### config.mk
export PLATFORM = sky130hd
export DESIGN_NAME = hue_index_to_rgb
export DESIGN_NICKNAME = d
export VERILOG_FILES = /design/src/rtl/hitr_pkg.sv /design/src/rtl/hue_index_to_rgb.sv /design/src/rtl/hitr_div.sv /design/src/rtl/hitr_color.sv
export SDC_FILE = /design/constraint.sdc
export NUM_CORES = 2
export LEC_CHECK = 0
export BUFFER_PORTS_ARGS = -buffer_cell sky130_fd_sc_hd__buf_2
export CAP_MARGIN = 5
export CORE_MARGIN = 5
export CORE_UTILIZATION = 30
export CTS_CLUSTER_DIAMETER = 30
export DETAILED_ROUTE_END_ITERATION = 10
export GPL_ROUTABILITY_DRIVEN = 1
export HOLD_SLACK_MARGIN = 0.15
export PLACE_DENSITY_LB_ADDON = 0.3
export SETUP_SLACK_MARGIN = 0.15
export SLEW_MARGIN = 30
export SYNTH_ARGS = -nofsm -noshare
export SYNTH_HDL_FRONTEND = slang
export SYNTH_SLANG_ARGS = --single-unit
### constraint.sdc
create_clock -name clk -period 14.32 [get_ports clk]
set_input_delay 1.432 -clock clk [delete_from_list [all_inputs] [get_ports clk]]
set_output_delay 1.432 -clock clk [all_outputs]
set_load 0.01 [all_outputs]
### src/rtl/hitr_pkg.sv
// Shared constants, types and helpers for the hue index to RGB pipeline.
package hitr_pkg;

  // Widths fixed by the interface
  localparam int TOT_W = 16;
  localparam int POS_IN_W = 16;
  localparam int CHAR_W = 8;
  localparam int SAT_W = 9;
  localparam int CHAN_W = 8;
  localparam int REG_IDX_W = 2;

  // Tunable constants
  localparam int POSITION_BITS = 16;
  localparam int HUE_FRACTION_BITS = 6;

  localparam int POS_W = (POSITION_BITS < POS_IN_W) ? POSITION_BITS : POS_IN_W;
  localparam logic [POS_IN_W-1:0] POS_MASK = POS_IN_W'((33'd1 << POS_W) - 33'd1);

  // Hue is held in 1/2^HUE_FRACTION_BITS degree units
  localparam int HUE_MAX = 360 << HUE_FRACTION_BITS;
  localparam int HUE_W = $clog2(HUE_MAX);
  localparam int N_W = HUE_W + TOT_W;
  localparam int DIV_STAGES = HUE_W + 2;

  // One sector (60 degrees) in hue units
  localparam int D = 60 << HUE_FRACTION_BITS;
  localparam int D_W = $clog2(D + 1);

  // Channel arithmetic widths; common denominator is 15 * 2^K, and 255/15 = 17
  localparam int C_W = 17;
  localparam int AB_W = 19 + D_W;
  localparam int X_W = C_W + D_W;
  localparam int SUM_W = D_W + 20;
  localparam int K = 19 + HUE_FRACTION_BITS;
  localparam int SCL_W = SUM_W + 5 - K;

  localparam logic [SAT_W-1:0] UNITY = SAT_W'(256);

  localparam logic [CHAR_W-1:0] CHAR_SPACE = 8'h20;
  localparam logic [CHAR_W-1:0] CHAR_NEWLINE = 8'h0A;

  localparam logic [REG_IDX_W-1:0] REG_TOTAL_COUNT = 2'd0;
  localparam logic [REG_IDX_W-1:0] REG_SATURATION = 2'd1;
  localparam logic [REG_IDX_W-1:0] REG_LIGHTNESS = 2'd2;

  typedef struct packed {
    logic colored;
    logic out_of_range;
  } flags_t;

  typedef enum logic [2:0] {
    SEC_R_TO_Y = 3'd0,
    SEC_Y_TO_G = 3'd1,
    SEC_G_TO_C = 3'd2,
    SEC_C_TO_B = 3'd3,
    SEC_B_TO_M = 3'd4,
    SEC_M_TO_R = 3'd5
  } sector_t;

  typedef struct packed {
    logic [TOT_W-1:0] rem;
    logic [HUE_W-1:0] num;
    logic [HUE_W-1:0] quo;
    flags_t flags;
  } div_t;

  // One restoring division step: brings in the next dividend bit
  function automatic div_t div_step(div_t d, logic [TOT_W-1:0] tot);
    div_t r;
    logic [TOT_W:0] t;
    r = d;
    t = {d.rem, d.num[HUE_W-1]};
    r.num = {d.num[HUE_W-2:0], 1'b0};
    if (t >= {1'b0, tot}) begin
      r.rem = TOT_W'(t - {1'b0, tot});
      r.quo = {d.quo[HUE_W-2:0], 1'b1};
    end else begin
      r.rem = t[TOT_W-1:0];
      r.quo = {d.quo[HUE_W-2:0], 1'b0};
    end
    return r;
  endfunction

endpackage

### src/rtl/hue_index_to_rgb.sv
// Top level: configuration registers and the hue-to-RGB pipeline.
//
//  channel   handshake                    payload
//  -------   ---------------------------  ----------------------------------------
//  item      item_valid / item_ready      position, character
//  result    result_valid / result_ready  red, green, blue, colored, out_of_range
//  config    write_enable (no wait)       write_index, write_data
//
// One word per cycle sustained while result_ready holds. The pipeline is the
// divider, which resolves one hue bit per stage, plus clamp, product, sector,
// multiply, sum and output stages.
// Every stage has its own valid bit and takes a word whenever it is empty or
// its word moves on, so bubbles close up and a stall drops or repeats nothing.
// Synchronous reset empties the pipeline and loads total 1, saturation 1.0,
// lightness 0.5; after any write the derived chroma terms follow through c_cfg, then a_cfg and b_cfg.
module hue_index_to_rgb (
  input  logic                           clk,
  input  logic                           rst,
  input  logic                           item_valid,
  output logic                           item_ready,
  input  logic [hitr_pkg::POS_IN_W-1:0]  position,
  input  logic [hitr_pkg::CHAR_W-1:0]    character,
  output logic                           result_valid,
  input  logic                           result_ready,
  output logic [hitr_pkg::CHAN_W-1:0]    red,
  output logic [hitr_pkg::CHAN_W-1:0]    green,
  output logic [hitr_pkg::CHAN_W-1:0]    blue,
  output logic                           colored,
  output logic                           out_of_range,
  input  logic                           write_enable,
  input  logic [hitr_pkg::REG_IDX_W-1:0] write_index,
  input  logic [hitr_pkg::TOT_W-1:0]     write_data
);

  logic [hitr_pkg::TOT_W-1:0] total_count;
  logic [hitr_pkg::SAT_W-1:0] saturation;
  logic [hitr_pkg::SAT_W-1:0] lightness;
  logic [hitr_pkg::TOT_W-1:0] total_eff;

  logic                       hue_valid;
  logic                       hue_ready;
  logic [hitr_pkg::HUE_W-1:0] hue;
  hitr_pkg::flags_t           flags;

  // config registers; unknown index is dropped
  always_ff @(posedge clk) begin
    if (rst) begin
      total_count <= hitr_pkg::TOT_W'(1);
      saturation <= hitr_pkg::SAT_W'(256);
      lightness <= hitr_pkg::SAT_W'(128);
    end else if (write_enable) begin
      unique case (write_index)
        hitr_pkg::REG_TOTAL_COUNT: total_count <= write_data;
        hitr_pkg::REG_SATURATION:  saturation <= write_data[hitr_pkg::SAT_W-1:0];
        hitr_pkg::REG_LIGHTNESS:   lightness <= write_data[hitr_pkg::SAT_W-1:0];
        default: ;
      endcase
    end
  end

  // zero total counts as one
  assign total_eff = (total_count == '0) ? hitr_pkg::TOT_W'(1) : total_count;

  hitr_div u_div (
    .clk        (clk),
    .rst        (rst),
    .item_valid (item_valid),
    .item_ready (item_ready),
    .position   (position),
    .character  (character),
    .total      (total_eff),
    .hue_valid  (hue_valid),
    .hue_ready  (hue_ready),
    .hue        (hue),
    .flags      (flags)
  );

  hitr_color u_color (
    .clk          (clk),
    .rst          (rst),
    .hue_valid    (hue_valid),
    .hue_ready    (hue_ready),
    .hue          (hue),
    .flags        (flags),
    .saturation   (saturation),
    .lightness    (lightness),
    .result_valid (result_valid),
    .result_ready (result_ready),
    .red          (red),
    .green        (green),
    .blue         (blue),
    .colored      (colored),
    .out_of_range (out_of_range)
  );

endmodule

### src/rtl/hitr_div.sv
// Position clamp, hue scaling and pipelined restoring divider for the hue angle.
module hitr_div (
  input  logic                          clk,
  input  logic                          rst,
  input  logic                          item_valid,
  output logic                          item_ready,
  input  logic [hitr_pkg::POS_IN_W-1:0] position,
  input  logic [hitr_pkg::CHAR_W-1:0]   character,
  input  logic [hitr_pkg::TOT_W-1:0]    total,
  output logic                          hue_valid,
  input  logic                          hue_ready,
  output logic [hitr_pkg::HUE_W-1:0]    hue,
  output hitr_pkg::flags_t              flags
);

  logic [hitr_pkg::DIV_STAGES-1:0] vld;
  logic [hitr_pkg::DIV_STAGES:0]   rdy;

  logic [hitr_pkg::TOT_W-1:0] pos_q;
  hitr_pkg::flags_t           flags_q;
  hitr_pkg::div_t             div_q [hitr_pkg::HUE_W+1];

  logic [hitr_pkg::POS_IN_W-1:0] pos_m;
  logic [hitr_pkg::TOT_W-1:0]    pos_next;
  hitr_pkg::flags_t              flags_next;
  logic [hitr_pkg::N_W-1:0]      prod;
  hitr_pkg::div_t                div0_next;

  // a stage takes a word when empty or when its word moves on
  always_comb begin
    rdy[hitr_pkg::DIV_STAGES] = hue_ready;
    for (int i = hitr_pkg::DIV_STAGES - 1; i >= 0; i--) begin
      rdy[i] = !vld[i] || rdy[i+1];
    end
  end

  always_comb begin
    pos_m = position & hitr_pkg::POS_MASK;
    flags_next.colored = !(character == hitr_pkg::CHAR_SPACE ||
                           character == hitr_pkg::CHAR_NEWLINE);
    if (pos_m >= total) begin
      pos_next = total - hitr_pkg::TOT_W'(1);
      flags_next.out_of_range = 1'b1;
    end else begin
      pos_next = pos_m;
      flags_next.out_of_range = 1'b0;
    end
  end

  always_comb begin
    prod = hitr_pkg::N_W'(pos_q) * hitr_pkg::N_W'(hitr_pkg::HUE_MAX);
    div0_next.rem = prod[hitr_pkg::N_W-1:hitr_pkg::HUE_W];
    div0_next.num = prod[hitr_pkg::HUE_W-1:0];
    div0_next.quo = '0;
    div0_next.flags = flags_q;
  end

  always_ff @(posedge clk) begin
    if (rst) begin
      vld <= '0;
    end else begin
      if (rdy[0]) begin
        vld[0] <= item_valid;
      end
      for (int i = 1; i < hitr_pkg::DIV_STAGES; i++) begin
        if (rdy[i]) begin
          vld[i] <= vld[i-1];
        end
      end
    end
  end

  always_ff @(posedge clk) begin
    if (rdy[0]) begin
      pos_q <= pos_next;
      flags_q <= flags_next;
    end
    if (rdy[1]) begin
      div_q[0] <= div0_next;
    end
    for (int k = 1; k <= hitr_pkg::HUE_W; k++) begin
      if (rdy[k+1]) begin
        div_q[k] <= hitr_pkg::div_step(div_q[k-1], total);
      end
    end
  end

  assign item_ready = rdy[0];
  assign hue_valid = vld[hitr_pkg::DIV_STAGES-1];
  assign hue = div_q[hitr_pkg::HUE_W].quo;
  assign flags = div_q[hitr_pkg::HUE_W].flags;

endmodule

### src/rtl/hitr_color.sv
// Sector split, chroma terms and channel scaling from hue to RGB.
module hitr_color (
  input  logic                        clk,
  input  logic                        rst,
  input  logic                        hue_valid,
  output logic                        hue_ready,
  input  logic [hitr_pkg::HUE_W-1:0]  hue,
  input  hitr_pkg::flags_t            flags,
  input  logic [hitr_pkg::SAT_W-1:0]  saturation,
  input  logic [hitr_pkg::SAT_W-1:0]  lightness,
  output logic                        result_valid,
  input  logic                        result_ready,
  output logic [hitr_pkg::CHAN_W-1:0] red,
  output logic [hitr_pkg::CHAN_W-1:0] green,
  output logic [hitr_pkg::CHAN_W-1:0] blue,
  output logic                        colored,
  output logic                        out_of_range
);

  localparam int NST = 4;

  logic [NST-1:0] vld;
  logic [NST:0]   rdy;

  // terms that follow from the registers alone; c_cfg, then a_cfg and b_cfg, are registered
  logic [hitr_pkg::SAT_W-1:0] s_sat, l_sat, lum_dist, cm;
  logic [hitr_pkg::SAT_W:0]   twol;
  logic [hitr_pkg::C_W-1:0]   c_cfg;
  logic [hitr_pkg::AB_W-1:0]  a_cfg, b_cfg;
  logic [17:0]                l512;

  hitr_pkg::sector_t           sec_next, sec0, sec1;
  logic [hitr_pkg::D_W-1:0]    frac_next, frac0, fsel;
  hitr_pkg::flags_t            flags0, flags1, flags2;
  logic [hitr_pkg::X_W-1:0]    x1;
  logic [hitr_pkg::SUM_W-1:0]  asum, bsum, xsum;
  logic [hitr_pkg::SUM_W-1:0]  rs_next, gs_next, bs_next, rs2, gs2, bs2;

  function automatic logic [hitr_pkg::CHAN_W-1:0] scale(logic [hitr_pkg::SUM_W-1:0] s);
    logic [hitr_pkg::SUM_W+4:0] t;
    logic [hitr_pkg::SCL_W-1:0] v;
    t = {s, 4'b0000} + (hitr_pkg::SUM_W+5)'(s);
    v = t[hitr_pkg::SUM_W+4:hitr_pkg::K];
    if (v > hitr_pkg::SCL_W'(255)) begin
      return 8'hFF;
    end
    return v[hitr_pkg::CHAN_W-1:0];
  endfunction

  always_comb begin
    s_sat = (saturation > hitr_pkg::UNITY) ? hitr_pkg::UNITY : saturation;
    l_sat = (lightness > hitr_pkg::UNITY) ? hitr_pkg::UNITY : lightness;
    twol = {l_sat, 1'b0};
    if (twol >= (hitr_pkg::SAT_W+1)'(256)) begin
      lum_dist = hitr_pkg::SAT_W'(twol - (hitr_pkg::SAT_W+1)'(256));
    end else begin
      lum_dist = hitr_pkg::SAT_W'((hitr_pkg::SAT_W+1)'(256) - twol);
    end
    cm = hitr_pkg::UNITY - lum_dist;
    l512 = {l_sat, 9'b0};
  end

  always_ff @(posedge clk) begin
    c_cfg <= hitr_pkg::C_W'(cm) * hitr_pkg::C_W'(s_sat);
    a_cfg <= hitr_pkg::AB_W'(19'(l512) + 19'(c_cfg)) * hitr_pkg::AB_W'(hitr_pkg::D);
    b_cfg <= hitr_pkg::AB_W'(19'(l512) - 19'(c_cfg)) * hitr_pkg::AB_W'(hitr_pkg::D);
  end

  always_comb begin
    rdy[NST] = result_ready;
    for (int i = NST - 1; i >= 0; i--) begin
      rdy[i] = !vld[i] || rdy[i+1];
    end
  end

  // sector = hue / D by compares against the five sector bounds
  always_comb begin
    sec_next = hitr_pkg::SEC_R_TO_Y;
    frac_next = hitr_pkg::D_W'(hue);
    for (int k = 1; k < 6; k++) begin
      if (hue >= hitr_pkg::HUE_W'(k * hitr_pkg::D)) begin
        sec_next = hitr_pkg::sector_t'(3'(k));
        frac_next = hitr_pkg::D_W'(hue - hitr_pkg::HUE_W'(k * hitr_pkg::D));
      end
    end
  end

  // falling edge of the second component in odd sectors
  always_comb begin
    if (sec0 == hitr_pkg::SEC_Y_TO_G || sec0 == hitr_pkg::SEC_C_TO_B ||
        sec0 == hitr_pkg::SEC_M_TO_R) begin
      fsel = hitr_pkg::D_W'(hitr_pkg::D) - frac0;
    end else begin
      fsel = frac0;
    end
  end

  // A = chroma + offset, B = offset only, X = second component + offset
  always_comb begin
    asum = hitr_pkg::SUM_W'(a_cfg);
    bsum = hitr_pkg::SUM_W'(b_cfg);
    xsum = hitr_pkg::SUM_W'({x1, 1'b0}) + hitr_pkg::SUM_W'(b_cfg);
    unique case (sec1)
      hitr_pkg::SEC_R_TO_Y: begin rs_next = asum; gs_next = xsum; bs_next = bsum; end
      hitr_pkg::SEC_Y_TO_G: begin rs_next = xsum; gs_next = asum; bs_next = bsum; end
      hitr_pkg::SEC_G_TO_C: begin rs_next = bsum; gs_next = asum; bs_next = xsum; end
      hitr_pkg::SEC_C_TO_B: begin rs_next = bsum; gs_next = xsum; bs_next = asum; end
      hitr_pkg::SEC_B_TO_M: begin rs_next = xsum; gs_next = bsum; bs_next = asum; end
      default:              begin rs_next = asum; gs_next = bsum; bs_next = xsum; end
    endcase
  end

  always_ff @(posedge clk) begin
    if (rst) begin
      vld <= '0;
    end else begin
      if (rdy[0]) begin
        vld[0] <= hue_valid;
      end
      for (int i = 1; i < NST; i++) begin
        if (rdy[i]) begin
          vld[i] <= vld[i-1];
        end
      end
    end
  end

  always_ff @(posedge clk) begin
    if (rdy[0]) begin
      sec0 <= sec_next;
      frac0 <= frac_next;
      flags0 <= flags;
    end
    if (rdy[1]) begin
      x1 <= hitr_pkg::X_W'(c_cfg) * hitr_pkg::X_W'(fsel);
      sec1 <= sec0;
      flags1 <= flags0;
    end
    if (rdy[2]) begin
      rs2 <= rs_next;
      gs2 <= gs_next;
      bs2 <= bs_next;
      flags2 <= flags1;
    end
    if (rdy[3]) begin
      red <= flags2.colored ? scale(rs2) : '0;
      green <= flags2.colored ? scale(gs2) : '0;
      blue <= flags2.colored ? scale(bs2) : '0;
      colored <= flags2.colored;
      out_of_range <= flags2.out_of_range;
    end
  end

  assign hue_ready = rdy[0];
  assign result_valid = vld[NST-1];

endmodule

==> results by group <==
STA
  – Total negative slack: 0 ns
  – Final-report hold violation count: 0
  – Worst rel slew slack: between 30% and 40%
  – RSZ-0062 raised after global routing: no
  – Peak Freq: 126 MHz
  – Max Transition Viols Final: 0
  – Final period util: 55.6%
  – Worst slew pin tran: 0.945 ns
  – Final setup fails: 0
  – Tmin final: 7.96 ns
  – Clock Skew: roughly 0.042 ns

Clock network
  – H-tree Lvls: 4
  – Sink Count: a little over 700
  – Post-CTS sizing: 0
  – Post-CTS Setup Repair Bufs: 0
  – TritonCTS Buffers: 153
  – Clk slew on worst S/H paths: 0.05 ns
  – Hold buffer count at CTS: 0
  – Max clock buf depth: 3
  – CTS tree: done
  – Clk root buf: clkbuf_16
  – Clock Latency Late Sink: 0.78 ns

Logic synthesis
  – Compound-Gate Fraction of Synth Area: 13.7%
  – Warning count from the yosys run: 0
  – Ys flop type: edfxtp_1
  – Synth cell count leaders: edfxtp_1, inv_1, ha_1
  – XOR/XNOR Fraction of Synth Area: 5.60%
  – Most frequent cell after synthesis: edfxtp_1
  – Syn_nets: 6202
  – Fraction of registers with async set/reset: 0%
  – Post-synth cell types: 84
  – Post-synthesis mux area share: 3.99%
  – Post-Synth Adder-Cell Area: 23.7%
  – Synthesized flop and latch total: about 700
  – Mapped Avg Cell Area: 10.3 um2
  – Seq/Total Area, Yosys: 37.1%
  – Post-Syn Instances: 5292
  – Main combinational cell family by area after synthesis: adder cells
  – Synth top area share: 32.9%
  – Synthesized area: between 50000 and 60000 um2
  – Post-Synth Simple-Gate Area: between 10% and 20%
  – Largest area contributor in the netlist: edfxtp_1
  – EDFF count, synth: approximately 600
  – Synth area leaders: edfxtp_1, ha_1, fa_1, xnor2_1, dfxtp_1

Drt
  – First-pass detailed-route iteration total: 5
  – Antenna Violating Nets Remaining: 0
  – DR vias/cell: 4.91
  – Final routed DRC violation total: 0
  – 1st-iter DRT viols: 2217
  – Drt wl/cell: 17.3 um
  – Post-Route WL: 138000 um
  – Via Count: 39200

Floorplan
  – Boundary pin count: 75
  – Die height: 437 um
  – Initial Util: 30.2%
  – Die W: about 440 um
  – Die area: 191000 um2
  – Rows: 156
  – Core ar.: roughly 180000 um2

Finish
  – Final cell count without fillers: 7976
  – Final Cell Area: between 60000 and 70000 um2
  – Share of cells above drive strength 1: 10.8%
  – Final net count: 6384
  – Layout area overhead: 16.0%

Placed design
  – Post-DP HPWL: 104000 um
  – GPL Wtd Cong: 0.831
  – Dpl cells: between 7000 and 8000
  – DP Area: 58100 um2
  – I/O Buffers: between 70 and 80

Status
  – Status: finished, final reports clean

Power
  – Leakage Power: 27.0 nW
  – Pwr dens: 266 nW/um2
  – Peak supply drop: 0.206 mV

Worst hold path
  – Hold Path Depth: 0
  – Hold Path Origin: u_div.div_q[1][189]
  – Hold endpoint: u_div.div_q[1][236]
  – Worst hold path type: reg -> reg

Critical path
  – Worst Path Max Fanout: 17
  – FF-to-FF Start: u_color.frac0[0]
  – CP arrival: 8.47 ns
  – Register-to-Register Setup Slack: between 6 and 7 ns
  – Crit start category: flip-flop
  – Worst path required time: 14.83 ns
  – Crit Reg-Reg Endpoint: u_color.x1[27]
  – Critical path class: reg -> reg
  – Setup crit end kind: flip-flop
  – Worst Setup SP: u_color.frac0[0]
  – R2R depth: 22

Global routing
  – Largest net degree at the start of global routing: 90
  – Initial antenna violation count: 1
  – Vias in the first global route: around 40000
  – GRT Overall Usage: around 14%
  – First-pass GRT wire length: 219000 um
  – Remaining global-route overflow: 0

Job
  – Max-Cap Viols: 0
==> report_power, final <==
group	total, mW	switching [mW]	internal (mW)
clock	3.50	1.24	2.26
combinational	9.31	5.26	4.04
sequential	4.06	0.548	3.52
total	16.9	7.05	9.82
==> cell families after synthesis <==
kind of cell | after synthesis
simple gates | 1318
compound gates | 1158
fa+ha+maj | 863
flops | 713
buf+inv | 692
xor+xnor | 349
mux | 199
==> metrics by stage <==
stage | hold slack (ns) | total power, mW | setup WS [ns] | utilization [%]
6_report | 0.404 | 16.9 | 6.36 | 35.0
3_5_place_dp | 0.405 | 13.3 | 6.35 | 32.1
3_3_place_gp | 0.401 | 13.2 | 6.31 | 32.1
4_1_cts | 0.404 | 17.0 | 6.31 | 35.0
5_1_grt | 0.410 | 18.4 | 5.66 | 35.0
2_1_floorplan | 0.400 | 11.0 | 7.25 | -
==> flip-flops by register name, indices dropped and copies added (netlist names), 9 cells and up <==
name and cells:
u_color.c_cfg 16, u_color.frac0 12, u_color.b_cfg 21, u_color.rs2 30, u_color.gs2 30, u_color.a_cfg 22, u_div.div_q 413, total_count 16
u_color.x1 28, u_div.vld 17, lightness 9, u_color.bs2 30, saturation 9, u_div.pos_q 16
==> worst max path at each step <==
stage	endpoint	depth (start not counted)	slack [ns]
final	u_color.x1[27]	22	6.36
after detailed placement	u_color.x1[27]	23	6.35
after floorplan	item_ready	11	7.25
after CTS	u_color.x1[28]	26	6.31
after global routing	u_color.x1[27]	22	5.66
after global placement	u_color.x1[24]	23	6.31
==> area by class of cell <==
type / count / area (um2)
Antenna cell: 2 / 5.00
Clock buffer: 180 / 4140
Clock inverter: 105 / 1120
Fill cell: 18000 / 118000
Inverter: 581 / 2180
Multi-Input combinational cell: 3887 / 31800
Sequential cell: 713 / 20300
Tap cell: 2370 / 2970
Timing Repair Buffer: 138 / 851
==> cell usage in the layout, fill, tap and decap left out, types with 25 or more instances in the layout <==
cell type,instances
a211oi_1,34
a21o_1,127
a21oi_1,358
a31oi_1,35
and2_1,62
and3_1,26
buf_2,74
buf_4,64
clkbuf_16,158
clkinv_2,28
dfxtp_1,114
edfxtp_1,599
fa_1,288
ha_1,575
inv_1,573
mux2_2,138
mux2i_1,49
nand2_1,385
nand2b_1,42
nand3_1,82
nand4_1,36
nor2_1,430
nor2b_1,66
nor3_1,92
o21a_1,68
o21ai_0,211
o21bai_1,39
o22ai_1,25
xnor2_1,262
xor2_1,82
==> per-layer routing <==
layer / GRT usage (%) / wire length [um] / vias up
li1: - / - / 19200
met1: 17.2 / 58400 / 18900
met2: 25.7 / 69000 / 810
met3: 2.32 / 5450 / 251
met4: 5.88 / 5210 / 0
met5: 0 / 0 / -
==> critical path: stages, from the launching register on <==
cell and delay (ns):
edfxtp_1 0.66, nor3_1 0.27, nand2_1 0.11, nor4_1 0.27, o21ai_0 0.23, xor2_1 0.77, nor2_1 0.15, fa_1 0.54
fa_1 0.52, fa_1 0.54, fa_1 0.56, inv_1 0.06, fa_1 0.52, inv_1 0.04, ha_1 0.22, nor3_1 0.46
nand2_1 0.10, o31ai_1 0.45, o211ai_1 0.21, o41ai_1 0.53, o2111ai_1 0.22, a21oi_1 0.22, xnor2_1 0.08
(Power assumes the default switching activity.)
